==> src/rtl/cmap_pkg.sv <==
// Shared types and constants for the piecewise-linear color map.
// Used by every module of the block; no dependencies.
package cmap_pkg;

    localparam int VALUE_BITS = 16;
    localparam int MAX_POINTS = 7;
    localparam int CHANNELS   = 3;
    localparam int IDX_BITS   = $clog2(MAX_POINTS);
    localparam int CNT_BITS   = $clog2(MAX_POINTS + 1);
    localparam int PORT_BITS  = 16;
    localparam int CFG_BITS   = 64;
    localparam int CFG_IDX_BITS = 3;

    localparam logic [VALUE_BITS-1:0] FULL_SCALE = {VALUE_BITS{1'b1}};

    // Register indexes
    localparam logic [CFG_IDX_BITS-1:0] REG_POINT_COUNT = 3'd0;
    localparam logic [CFG_IDX_BITS-1:0] REG_POINT_FIRST = 3'd1;

    // Field offsets inside a control point word
    localparam int POS_LSB   = 48;
    localparam int RED_LSB   = 32;
    localparam int GREEN_LSB = 16;
    localparam int BLUE_LSB  = 0;

    typedef logic [VALUE_BITS-1:0] val_t;

    // One classified item: base color, span to the next color, direction,
    // and the fraction num/den to apply to the span.
    typedef struct packed {
        val_t [CHANNELS-1:0] base;
        val_t [CHANNELS-1:0] span;
        logic [CHANNELS-1:0] neg;
        val_t                num;
        val_t                den;
    } job_t;

    typedef struct packed {
        val_t [CHANNELS-1:0] color;
    } pixel_t;

endpackage

==> src/rtl/cmap_front.sv <==
// Front end: configuration registers, segment search and operand setup.
// Depends on cmap_pkg.
module cmap_front (
    input  logic                              clk,
    input  logic                              rst_n,
    input  logic                              cfg_write,
    input  logic [cmap_pkg::CFG_IDX_BITS-1:0] cfg_index,
    input  logic [cmap_pkg::CFG_BITS-1:0]     cfg_data,
    input  logic [cmap_pkg::PORT_BITS-1:0]    intensity,
    output cmap_pkg::job_t                    job
);
    import cmap_pkg::*;

    logic [CNT_BITS-1:0] count_reg;
    logic [CFG_BITS-1:0] point_reg [MAX_POINTS];

    val_t                 x;
    val_t                 pos [MAX_POINTS];
    val_t [CHANNELS-1:0]  col [MAX_POINTS];
    logic [CNT_BITS-1:0]  ne;
    logic [CNT_BITS-1:0]  j;
    logic [IDX_BITS-1:0]  lo;
    logic [IDX_BITS-1:0]  hi;
    logic [IDX_BITS-1:0]  last;
    logic [MAX_POINTS-1:0] hit;
    logic [CFG_IDX_BITS-1:0] slot;

    assign slot = cfg_index - REG_POINT_FIRST;

    always_ff @(posedge clk or negedge rst_n)
    begin
        if (!rst_n)
        begin
            count_reg <= '0;
            for (int i = 0; i < MAX_POINTS; i++)
            begin
                point_reg[i] <= '0;
            end
        end
        else if (cfg_write)
        begin
            if (cfg_index == REG_POINT_COUNT)
            begin
                count_reg <= CNT_BITS'(cfg_data[2:0]);
            end
            else if (int'(slot) < MAX_POINTS)
            begin
                point_reg[IDX_BITS'(slot)] <= cfg_data;
            end
        end
    end

    always_comb
    begin
        x = intensity[VALUE_BITS-1:0];
        for (int i = 0; i < MAX_POINTS; i++)
        begin
            pos[i]    = point_reg[i][POS_LSB +: VALUE_BITS];
            col[i][0] = point_reg[i][RED_LSB +: VALUE_BITS];
            col[i][1] = point_reg[i][GREEN_LSB +: VALUE_BITS];
            col[i][2] = point_reg[i][BLUE_LSB +: VALUE_BITS];
        end
        if (int'(count_reg) > MAX_POINTS)
        begin
            ne = CNT_BITS'(MAX_POINTS);
        end
        else
        begin
            ne = count_reg;
        end
        // Default grey ramp and single-point constant both use two points
        if (ne == '0)
        begin
            pos[0] = '0;
            pos[1] = FULL_SCALE;
            col[0] = '0;
            col[1] = {CHANNELS{FULL_SCALE}};
            ne     = CNT_BITS'(2);
        end
        else if (ne == CNT_BITS'(1))
        begin
            pos[1] = pos[0];
            col[1] = col[0];
            ne     = CNT_BITS'(2);
        end

        for (int i = 0; i < MAX_POINTS; i++)
        begin
            hit[i] = (i < int'(ne)) && (pos[i] >= x);
        end
        j = ne;
        for (int i = MAX_POINTS - 1; i >= 0; i--)
        begin
            if (hit[i])
            begin
                j = CNT_BITS'(i);
            end
        end

        lo   = IDX_BITS'(j - 1'b1);
        hi   = IDX_BITS'(j);
        last = IDX_BITS'(ne - 1'b1);

        job.span = '0;
        job.neg  = '0;
        job.num  = '0;
        job.den  = VALUE_BITS'(1);
        if (j == '0)
        begin
            job.base = col[0];
        end
        else if (j == ne)
        begin
            job.base = col[last];
        end
        else
        begin
            job.base = col[lo];
            job.num  = x - pos[lo];
            job.den  = pos[hi] - pos[lo];
            for (int k = 0; k < CHANNELS; k++)
            begin
                job.neg[k] = col[hi][k] < col[lo][k];
                job.span[k] = job.neg[k] ? (col[lo][k] - col[hi][k])
                                         : (col[hi][k] - col[lo][k]);
            end
        end
    end

endmodule

==> config.mk <==
export PLATFORM = sky130hd
export DESIGN_NAME = cmap_front
export DESIGN_NICKNAME = d
export VERILOG_FILES = /design/src/rtl/cmap_pkg.sv /design/src/rtl/cmap_front.sv
export SDC_FILE = /design/constraint.sdc
export NUM_CORES = 2
export LEC_CHECK = 0
export ABC_AREA = 1
export BUFFER_PORTS_ARGS = -buffer_cell sky130_fd_sc_hd__buf_2
export CAP_MARGIN = 10
export CELL_PAD_IN_SITES_DETAIL_PLACEMENT = 1
export CELL_PAD_IN_SITES_GLOBAL_PLACEMENT = 2
export CORE_MARGIN = 4
export CORE_UTILIZATION = 31
export CTS_CLUSTER_SIZE = 8
export DETAILED_ROUTE_END_ITERATION = 6
export PLACE_DENSITY_LB_ADDON = 0.15
export SLEW_MARGIN = 5
export SYNTH_ARGS = -nofsm -noshare
export SYNTH_HDL_FRONTEND = slang
export SYNTH_SLANG_ARGS = --single-unit
==> constraint.sdc <==
create_clock -name clk -period 8.96 [get_ports clk]
set_input_delay 0.448 -clock clk [delete_from_list [all_inputs] [get_ports clk]]
set_output_delay 0.448 -clock clk [all_outputs]
set_load 0.02 [all_outputs]
==> summary.md <==
| Metric | Value |
|---|---|
| Worst slack at placement | `0.452 ns` |
| Hold Path Class | `input pin to flip-flop` |
| Crit share post-route | `0.936` |
| Top FF cell, synth | `dfrtp_1` |
| Share of layout cells above drive strength 1 | `0.0968` |
| GRT Overall Usage | `0.276` |
| RePlAce Congestion | `0.897` |
| Number of flops mapped to enable cells by yosys | `0` |
| Max-cap violation count | `0` |
| Fraction of registers with async set/reset | `1.00` |
| Number of top-level pins | `217` |
| Area grow syn2layout | `11.7%` |
| Final HPWL DP | `122000 µm` |
| Post-Synthesis Cell Area | `0.0381 mm²` |
| Drt total wl | `181000 µm` |
| Routed vias | `40500` |
| Dpl cell area | `0.0403 mm²` |
| Synth cell types | `66` |
| Nets@finish | `6025` |
| Kind of critical path | `flip-flop to output pin` |
| Slew Viols, Final | `0` |
| Hold Violations, Final | `0` |
| WL/cell | `24.6 µm` |
| Worst-path clk slew | `0.05 ns` |
| DRT iter0 DRCs | `3073` |
| Pre-antenna DRT Iters | `7` |
| TritonCTS clock tree | `built` |
| Cell area after layout | `0.0426 mm²` |
| Max_slew headroom | `0.218` |
| Rows | `128` |
| Synth Area per Inst | `6.69 µm²` |
| CP dominant cell by count | `nand2_1` |
| Largest net degree at the start of global routing | `209` |
| Post-Synthesis Cells | `5691` |
| Initial antenna violation count | `9` |
| Worst-Skew Late Latency | `0.63 ns` |
| Status | `completed` |
| Min Tclk post-route | `8.38 ns` |
| RSZ-0062 raised after global routing | `false` |
| Arrival time at the worst endpoint | `7.94 ns` |
| Die Ht | `359 µm` |
| Setup TNS | `0 ns` |
| Final antenna-violating net count | `0` |
| CP max stage cell | `dfrtp_2` |
| Crit-path max cell delay | `0.48 ns` |
| CP Capture Type | `output pin` |
| Die width | `359 µm` |
| Clock Path Buffers | `3` |
| Seq cells post-synth | `451` |
| Die Area | `0.129 mm²` |
| Gr ovfl total | `0` |
| Max reg flops | `240` |
| Flop-to-flop setup slack | `8.14 ns` |
| Worst-Margin Slew | `1.17 ns` |
| Vias in the first global route | `40200` |
| First-pass GRT wire length | `268000 µm` |
| FMAX | `119 MHz` |
| CP Launch Type | `flip-flop` |
| Initial Utilization | `0.312` |
| Final setup fails | `0` |
| # H-tree levels | `3` |
| Routed vias/inst | `5.51` |
| Required @ worst endpoint | `8.51 ns` |
| Clk sinks | `451` |
| Total CTS buffers | `69` |
| Worst-path fanout max | `51` |
| Worst Clk Skew | `0 ns` |
| Yosys warning count | `0` |
| Clk Tree Root Cell | `clkbuf_16` |
| Syn_nets | `6027` |
| Worst setup margin | `0.575 ns` |
| Core footprint | `0.122 mm²` |
| Seq/Total Area, Yosys | `0.296` |
| DRC | `0` |
| Port bufs | `216` |
[layer usage]
layer | GRT usage | routed length, µm | vias up
li1 | - | - | 19100
met1 | 0.403 | 88200 | 20100
met2 | 0.422 | 77300 | 1072
met3 | 0.0493 | 11600 | 203
met4 | 0.0643 | 3810 | 2
met5 | 0 | 13 | -
[final cells by class]
cell class              count  area [µm²]
diodes                      4        10.0
multi-input cells        4198       22800
repair buffers            317        2010
clock buffers              88        1880
flip-flops and latches    451       11300
clock inverters             7         108
inverters                 652        2480
fillers                 15500       79300
well taps                1625        2030
[through the flow]
| stage | hold WS, ns | instances | util |
|---|---|---|---|
| finish | 0.164 | 7342 | 0.349 |
| global placement | 0.465 | 7228 | 0.330 |
| global route | 0.199 | 7338 | 0.349 |
| CTS | 0.138 | 7327 | 0.347 |
| detailed placement | 0.473 | 7228 | 0.330 |
| floorplan | 0.152 | 5691 | - |
[final timing paths]
check,startpoint,end,cells after the start
setup / recovery,count_reg[2],job[77],38
hold / removal,cfg_data[10],col[138],3
setup reg to reg,point_reg[63],point_reg[63],2
hold reg to reg,col[177],col[177],2
max in group asynchronous,rst_n,col[65],4
min in group asynchronous,rst_n,point_reg[54],2
[cell usage after synthesis, types with 24 or more instances]
library cell  number  area (µm²)
a211oi_1          34         255
dfrtp_1          451       11300
nand2_1         1240        4650
a221oi_1          32         280
o21ai_2           57         499
a21oi_1          502        2510
nor2_1           370        1390
o22ai_1           26         163
xnor2_1           25         219
o21ai_1          188         941
ha_1             242        3030
buf_2             83         415
inv_1            606        2270
buf_4             24         180
nand3_1          144         721
buf_1             30         113
o21ai_0          946        4730
inv_2             43         161
xor2_1            32         280
a31oi_1           30         188
o211ai_1         113         848
clkbuf_1         234         878
[critical path, delay by kind of cell, from the launching register on]
family	cells	cell delay (ns)
XOR/XNOR	1	0.20
AND/OR/NAND/NOR	15	1.62
adder cells (fa/ha/maj)	2	0.77
flip-flops	1	0.48
AO/OA/AOI/OAI	10	2.09
buffers and inverters	10	2.02
[repair_timing]
item                                   4_1_cts  5_1_grt
gates cloned                                 0        1
hold buffers                                 1        0
pin swaps                                    1        3
buffers inserted                             3       10
resized for setup                            1       30
setup endpoints to repair                   18       38
endpoints found under the hold margin       94        0
[cell usage in the layout (no fill, tap or decap), drive strengths merged, types with 26 or more instances in the layout]
cell type / count
o211ai: 113
inv: 651
nand2: 1249
a221oi: 32
clkbuf: 89
nor2: 374
dfrtp: 451
a211oi: 34
a31oi: 31
buf: 315
o22ai: 26
nand3: 145
xor2: 32
a21oi: 503
o21ai: 1191
ha: 242
[cells by family after synthesis]
| kind of cell | count (synthesis) | synth area share |
|---|---|---|
| mux | 5 | 0.00131 |
| compound gates | 2076 | 0.306 |
| simple gates | 1810 | 0.188 |
| buf+inv | 1042 | 0.111 |
| xor+xnor | 57 | 0.0131 |
| fa+ha+maj | 250 | 0.0837 |
| flops | 451 | 0.296 |
Power is not shown: default switching activity piles up to over one toggle a cycle in this logic, so the estimate is an artifact.
