==> src/rtl/cmap_pkg.sv <==
// Shared types and constants for the piecewise-linear color map.
// Used by every module of the block; no dependencies.
package cmap_pkg;

    localparam int VALUE_BITS = 16;
    localparam int MAX_POINTS = 7;
    localparam int CHANNELS   = 3;
    localparam int IDX_BITS   = $clog2(MAX_POINTS);
    localparam int CNT_BITS   = $clog2(MAX_POINTS + 1);
    localparam int PORT_BITS  = 16;
    localparam int CFG_BITS   = 64;
    localparam int CFG_IDX_BITS = 3;

    localparam logic [VALUE_BITS-1:0] FULL_SCALE = {VALUE_BITS{1'b1}};

    // Register indexes
    localparam logic [CFG_IDX_BITS-1:0] REG_POINT_COUNT = 3'd0;
    localparam logic [CFG_IDX_BITS-1:0] REG_POINT_FIRST = 3'd1;

    // Field offsets inside a control point word
    localparam int POS_LSB   = 48;
    localparam int RED_LSB   = 32;
    localparam int GREEN_LSB = 16;
    localparam int BLUE_LSB  = 0;

    typedef logic [VALUE_BITS-1:0] val_t;

    // One classified item: base color, span to the next color, direction,
    // and the fraction num/den to apply to the span.
    typedef struct packed {
        val_t [CHANNELS-1:0] base;
        val_t [CHANNELS-1:0] span;
        logic [CHANNELS-1:0] neg;
        val_t                num;
        val_t                den;
    } job_t;

    typedef struct packed {
        val_t [CHANNELS-1:0] color;
    } pixel_t;

endpackage

==> src/rtl/cmap_queue.sv <==
// Short queue of classified items between front and back end.
// Depends on cmap_pkg.
module cmap_queue (
    input  logic           clk,
    input  logic           rst_n,
    input  logic           push,
    input  cmap_pkg::job_t wdata,
    output logic           full,
    input  logic           pop,
    output cmap_pkg::job_t rdata,
    output logic           empty
);
    import cmap_pkg::*;

    localparam int DEPTH = 4;
    localparam int PTR_BITS = $clog2(DEPTH);

    job_t                mem_reg [DEPTH];
    logic [PTR_BITS-1:0] wr_reg, wr_next;
    logic [PTR_BITS-1:0] rd_reg, rd_next;
    logic [PTR_BITS:0]   cnt_reg, cnt_next;
    logic                do_push;
    logic                do_pop;

    assign full    = (cnt_reg == (PTR_BITS+1)'(DEPTH));
    assign empty   = (cnt_reg == '0);
    assign do_push = push && !full;
    assign do_pop  = pop && !empty;
    assign rdata   = mem_reg[rd_reg];

    always_comb
    begin
        wr_next  = do_push ? wr_reg + 1'b1 : wr_reg;
        rd_next  = do_pop ? rd_reg + 1'b1 : rd_reg;
        cnt_next = cnt_reg + (PTR_BITS+1)'(do_push) - (PTR_BITS+1)'(do_pop);
    end

    always_ff @(posedge clk or negedge rst_n)
    begin
        if (!rst_n)
        begin
            wr_reg  <= '0;
            rd_reg  <= '0;
            cnt_reg <= '0;
        end
        else
        begin
            wr_reg  <= wr_next;
            rd_reg  <= rd_next;
            cnt_reg <= cnt_next;
        end
    end

    always_ff @(posedge clk)
    begin
        if (do_push)
        begin
            mem_reg[wr_reg] <= wdata;
        end
    end

endmodule

==> config.mk <==
export PLATFORM = sky130hd
export DESIGN_NAME = cmap_queue
export DESIGN_NICKNAME = d
export VERILOG_FILES = /design/src/rtl/cmap_pkg.sv /design/src/rtl/cmap_queue.sv
export SDC_FILE = /design/constraint.sdc
export NUM_CORES = 1
export LEC_CHECK = 0
export ABC_CLOCK_PERIOD_IN_PS = 4200
export BUFFER_PORTS_ARGS = -buffer_cell sky130_fd_sc_hd__buf_2
export CAP_MARGIN = 20
export CORE_UTILIZATION = 51
export DETAILED_ROUTE_END_ITERATION = 7
export PLACE_DENSITY = 0.75
export SKIP_CTS_REPAIR_TIMING = 1
export SLEW_MARGIN = 10
export SYNTH_ARGS = -nofsm -noshare
export SYNTH_HDL_FRONTEND = slang
export SYNTH_SLANG_ARGS = --single-unit
==> constraint.sdc <==
create_clock -name clk -period 4.2 [get_ports clk]
set_input_delay 0.84 -clock clk [delete_from_list [all_inputs] [get_ports clk]]
set_output_delay 0.84 -clock clk [all_outputs]
set_load 0.03 [all_outputs]
==> flow_metrics.py, run 1 <==
metrics = {
    "cells_and_area": {
        "post-route-util": 0.622,
        "fin_nets": 1172,
        "area_growth_pct": 18.8,
        "drive_gt1_frac": 0.452,
        "layout_common_cells": "edfxtp_1 (524), buf_2 (267), mux4_2 (131), clkbuf_16 (53), clkbuf_1 (14)",
        "largest_reg_flops": 524,
        "layoutNonFillerInstCount": 1573,
        "final_common_cell": "edfxtp_1",
    },
    "routing": {
        "wl_per_cell_um": 22.6,
        "drc_errors": 0,
        "antenna_left": 0,
        "vias": 8600,
        "firstDrtPassIters": 5,
        "drtIter0Drc": 518,
        "avgViaCountPerCell": 5.47,
        "routed_wl_mm": 35.5,
    },
    "synth": {
        "yosysTopAreaCell": "edfxtp_1",
        "seq_area_frac_synth": 0.822,
        "synthDistinctLibCells": 19,
        "synth_top_cells_by_area": "edfxtp_1 (81%), mux4_2 (15%), dfrtp_1 (0.91%)",
        "synth_seq_cells": 531,
        "synth_area_per_cell_um2": 26.7,
        "synthCells": 726,
        "syn_nets": 868,
        "ys_warn_count": 0,
        "syn_area_mm2": 0.0193,
        "yosysTopAreaCellShare": 0.813,
    },
    "placement": {
        "gp_congestion": 0.712,
        "port_buffers": 267,
        "place_ws_ns": 1.37,
        "dp_cells": 1480,
        "hpwlAfterDp_mm": 21.0,
    },
    "clock_network": {
        "numCtsBuffers": 52,
        "cts_sinks": 531,
        "htreeDepth": 2,
        "cts.clk_slew.worst_paths_ns": 0.06,
        "cts_tree": "done",
        "clock_path_buffers": 3,
        "cts_root_buf": "clkbuf_16",
        "clk_latency_ns": 0.56,
    },
    "sta": {
        "final.setup.worst_slack_ns": 0.852,
        "maxSlewViolCount": 0,
        "tightest_slew_ns": 0.812,
        "max-slew-margin-rel": 0.458,
        "rsz0062_at_grt": "false",
        "fin_crit_ns": 3.35,
        "fin_crit_sh": 0.797,
        "hold_ws_ns": 0.0942,
        "setup_violations": 0,
        "fin_tns_setup_ns": 0,
        "final-hold-violation-count": 0,
        "max_freq_mhz": 299,
        "skew_ns": 0.0152,
    },
    "worst_setup_path": {
        "critPathArrivalTime_ns": 2.51,
        "crit_fanout": 36,
        "crit_type": "flop to primary output",
        "critPathLaunchType": "flop",
        "crit_chain": "buf_12 -> mux4_2 -> buf_2",
        "critPathBufInv": 2,
        "worst_ep_required_time_ns": 3.36,
        "cp_slowest_cell": "dfrtp_4",
        "critPathMaxStageDelay_ns": 0.77,
        "crit_family": "flip-flops",
        "worstSetupEndpointType": "primary output",
    },
    "power_and_ir_drop": {
        "p_leak_nw": 7.78,
        "max-vdd-ir-drop_mv": 0.535,
        "p_per_area_mw_per_mm2": 767,
    },
    "die": {
        "fp.dieH_um": 197,
        "dieArea_mm2": 0.0387,
        "die_width_um": 197,
        "rows": 70,
        "core_area_mm2": 0.0370,
        "start_util": 0.523,
        "ioPinCount": 268,
    },
    "global_routing": {
        "grt_max_degree": 56,
        "grt_usage": 0.188,
        "grt_pass1_vias": 9385,
        "grt_pass1_wl_mm": 54.0,
        "antenna_found_initial": 8,
        "grt_overflow": 0,
    },
    "worst_hold_path": {
        "hp-class": "input port to async pin",
    },
    "run": {
        "max-cap-violations": 0,
    },
    "outcome": {
        "outcome": "complete, no violations",
    },
}
[synth_stat cells (all sizes together)]
library cell  number
and3b              4
buf               25
clkbuf             5
dfrtp              7
edfxtp           524
fa                 1
ha                 6
inv                6
mux4             131
nand2              1
nand2b             4
nand4bb            2
nor3               1
nor3b              1
o211ai             2
o311ai             1
o31ai              1
xnor2              4
[worst register-to-register path, stage by stage (launching register included)]
cell,delay (ns)
dfrtp_1,0.45
nor3b_2,0.24
and3b_4,0.84
buf_12,0.38
[cells by family (layout without fill, tap and decap cells)]
logic type,Yosys count,count (layout),synth area share
buffers and inverters,36,376,0.0115
AOI/OAI and AO/OA,4,4,0.00162
muxes,131,131,0.152
other,0,3,0
adders and majority gates,7,7,0.00491
DFF,531,531,0.822
and+or+nand+nor,13,13,0.00537
xor gates and xnor gates,4,4,0.00181
[final cells by class]
type / instances / area (um^2)
clock buffer: 67 / 1380
sequential: 531 / 15900
clock inverter: 23 / 206
multi-input combinational: 159 / 3230
tap: 504 / 631
fill: 2566 / 14000
timing repair buffer: 280 / 1600
inverter: 6 / 22.5
antenna: 3 / 7.51
[metal layers]
layer | vias up | global-route usage | routed length, um | part of all wire
met1 | 4504 | 0.236 | 14200 | 0.40
met2 | 251 | 0.316 | 17900 | 0.50
met5 | - | 0 | 70 | 0.0020
met4 | 12 | 0.0623 | 719 | 0.020
met3 | 65 | 0.0560 | 2650 | 0.075
li1 | 3768 | - | - | -
[power by group]
part | internal, mW | switching [mW] | leakage (nW)
sequential | 6.97 | 0.391 | 4.88
clock | 2.54 | 1.83 | 0.769
combinational | 2.18 | 3.73 | 2.13
total | 11.7 | 5.95 | 7.78
[worst paths after layout]
| path | start | end | slack (ns) | cells past startpoint |
|---|---|---|---|---|
| worst max register to register | cnt_reg[2] | mem_reg[2][52] | 1.90 | 3 |
| max in group asynchronous | rst_n | rd_reg[0] | 3.93 | 1 |
| min in group clk | wdata[95] | mem_reg[2][95] | 0.48 | 1 |
| worst min register to register | wr_reg[1] | wr_reg[1] | 0.63 | 2 |
| worst min-delay path | rst_n | wr_reg[1] | 0.09 | 1 |
| worst max-delay path | rd_reg[0] | rdata[123] | 0.85 | 3 |
[per-stage QoR]
stage / power (mW) / instance area, um^2
final: 17.6 / 23000
after global routing: 18.4 / 23000
after CTS: 17.9 / 23000
after detailed placement: 13.5 / 21400
after global placement: 13.4 / 21400
after floorplan: 11.8 / 19400
No activity file was read; power rests on OpenSTA's default activity.
==> inputs of run 2 (changes only) <==
--- a/config.mk
+++ b/config.mk
@@ -5,12 +5,12 @@
 export SDC_FILE = /design/constraint.sdc
 export NUM_CORES = 1
 export LEC_CHECK = 0
-export ABC_CLOCK_PERIOD_IN_PS = 4200
+export ABC_CLOCK_PERIOD_IN_PS = 3200
 export BUFFER_PORTS_ARGS = -buffer_cell sky130_fd_sc_hd__buf_2
 export CAP_MARGIN = 20
-export CORE_UTILIZATION = 51
+export CORE_UTILIZATION = 57
 export DETAILED_ROUTE_END_ITERATION = 7
-export PLACE_DENSITY = 0.75
+export PLACE_DENSITY = 0.79
 export SKIP_CTS_REPAIR_TIMING = 1
 export SLEW_MARGIN = 10
 export SYNTH_ARGS = -nofsm -noshare
==> constraint.sdc (replaced) <==
create_clock -name clk -period 3.2 [get_ports clk]
set_input_delay 0.64 -clock clk [delete_from_list [all_inputs] [get_ports clk]]
set_output_delay 0.64 -clock clk [all_outputs]
set_load 0.03 [all_outputs]
==> flow_metrics.py, run 2 (synthesized netlist as in run 1, its figures left out) <==
metrics = {
    "sta": {
        "setup_violations": 0,
        "skew_ns": 0.0180,
        "max_freq_mhz": 337,
        "final-hold-violation-count": 0,
        "tightest_slew_ns": 0.494,
        "max-slew-margin-rel": 0.670,
        "rsz0062_at_grt": "false",
        "fin_tns_setup_ns": 0,
        "fin_crit_ns": 2.97,
        "maxSlewViolCount": 0,
        "fin_crit_sh": 0.928,
    },
    "worst_setup_path": {
        "crit_path_start": "rd_reg[0]",
        "worstReg2RegStart": "cnt_reg[1]",
        "worstSetupEndpointType": "primary output",
        "crit_fanout": 49,
        "worst_ep_required_time_ns": 2.56,
        "r2r_setup_slack_ns": 0.95,
        "rr_endpoint": "cnt_reg[2]",
        "critPathArrivalTime_ns": 2.33,
        "crit_type": "flop to primary output",
        "rr_worst_depth": 8,
        "critPathLaunchType": "flop",
    },
    "die": {
        "rows": 67,
        "dieArea_mm2": 0.0347,
        "start_util": 0.578,
        "die_width_um": 186,
        "core_area_mm2": 0.0334,
        "fp.dieH_um": 186,
        "ioPinCount": 268,
    },
    "clock_network": {
        "numCtsBuffers": 51,
        "cts_tree": "done",
        "cts_root_buf": "clkbuf_16",
        "cts.clk_slew.worst_paths_ns": 0.06,
        "htreeDepth": 2,
        "cts_sinks": 531,
        "clk_latency_ns": 0.58,
        "clock_path_buffers": 3,
    },
    "cells_and_area": {
        "area_growth_pct": 18.1,
        "fillers": 2038,
        "fin_nets": 1173,
        "largest_reg_flops": 524,
        "multi_input_area_mm2": 0.00323,
        "final_common_cell": "edfxtp_1",
        "regArea_mm2": 0.0159,
        "layout_common_cells": "edfxtp_1 (524), buf_2 (267), mux4_2 (131), clkbuf_16 (52), clkinv_1 (17)",
        "drive_gt1_frac": 0.450,
    },
    "routing": {
        "vias": 8563,
        "routed_wl_mm": 34.8,
        "drtIter0Drc": 652,
        "wl_per_cell_um": 22.8,
        "drc_errors": 0,
        "antenna_left": 0,
        "avgViaCountPerCell": 5.61,
        "firstDrtPassIters": 4,
    },
    "placement": {
        "gp_congestion": 0.731,
        "port_buffers": 267,
        "hpwlAfterDp_mm": 20.6,
    },
    "global_routing": {
        "grt_pass1_wl_mm": 51.9,
        "grt_max_degree": 77,
        "grt_overflow": 0,
        "antenna_found_initial": 11,
        "grt_usage": 0.206,
        "grt_pass1_vias": 9116,
    },
    "worst_hold_path": {
        "min-delay-start": "wdata[10]",
        "holdPathEnd": "mem_reg[3][10]",
        "hp-class": "input port to flop",
        "holdPathStages": 1,
    },
    "power_and_ir_drop": {
        "p_per_area_mw_per_mm2": 997,
        "p_leak_nw": 7.75,
        "finalPower_mw": 22.8,
        "max-vdd-ir-drop_mv": 0.729,
    },
    "run": {
        "max-cap-violations": 0,
    },
    "outcome": {
        "outcome": "complete, no violations",
    },
}
-- run 2: how the worst max path moves through the flow --
stage | end | slack, ns | cells after the start
finish | rdata[104] | 0.23 | 3
global route | rdata[104] | 0.12 | 3
CTS | rdata[32] | 0.18 | 3
detailed placement | rdata[32] | 0.82 | 3
floorplan | mem_reg[0][0] | 0.36 | 2
global placement | rdata[86] | 0.84 | 3
-- run 2: final cells by class --
| type | instances | area share |
|---|---|---|
| Multi-Input combinational cell | 159 | 0.141 |
| Sequential cell | 531 | 0.697 |
| Timing Repair Buffer | 282 | 0.0706 |
| Antenna cell | 7 | 0.000767 |
| Clock inverter | 28 | 0.00602 |
| Inverter | 6 | 0.000986 |
| Tap cell | 448 | 0.0245 |
| Clock buffer | 65 | 0.0591 |
-- run 2: metal layers --
layer	share of wire	global-route usage
met1	0.38	0.260
met4	0.026	0.0862
met5	0.0027	0.0143
met3	0.088	0.0609
met2	0.50	0.337
-- run 2: critical path, cell delays in order (launching register included) --
cell     delay, ns
dfrtp_4       0.54
buf_12        0.37
mux4_2        0.59
buf_2         0.20
-- run 2: stage by stage --
step | instances | hold slack [ns] | setup WS, ns | util | instance area (um^2)
final | 1526 | 0.259 | 0.231 | 0.683 | 22900
after global routing | 1523 | 0.251 | 0.117 | 0.683 | 22800
after CTS | 1518 | -0.148 | 0.178 | 0.682 | 22800
after detailed placement | 1425 | 0.487 | 0.815 | 0.638 | 21300
after global placement | 1425 | 0.486 | 0.843 | 0.638 | 21300
after floorplan | 726 | 0.344 | 0.363 | - | 19400
-- run 2: where the power goes --
group / internal (mW) / switching, mW / leakage (nW) / total, mW
Clock: 2.97 / 2.39 / 0.730 / 5.36
Sequential: 9.16 / 0.363 / 4.88 / 9.52
Combinational: 2.87 / 5.01 / 2.14 / 7.89
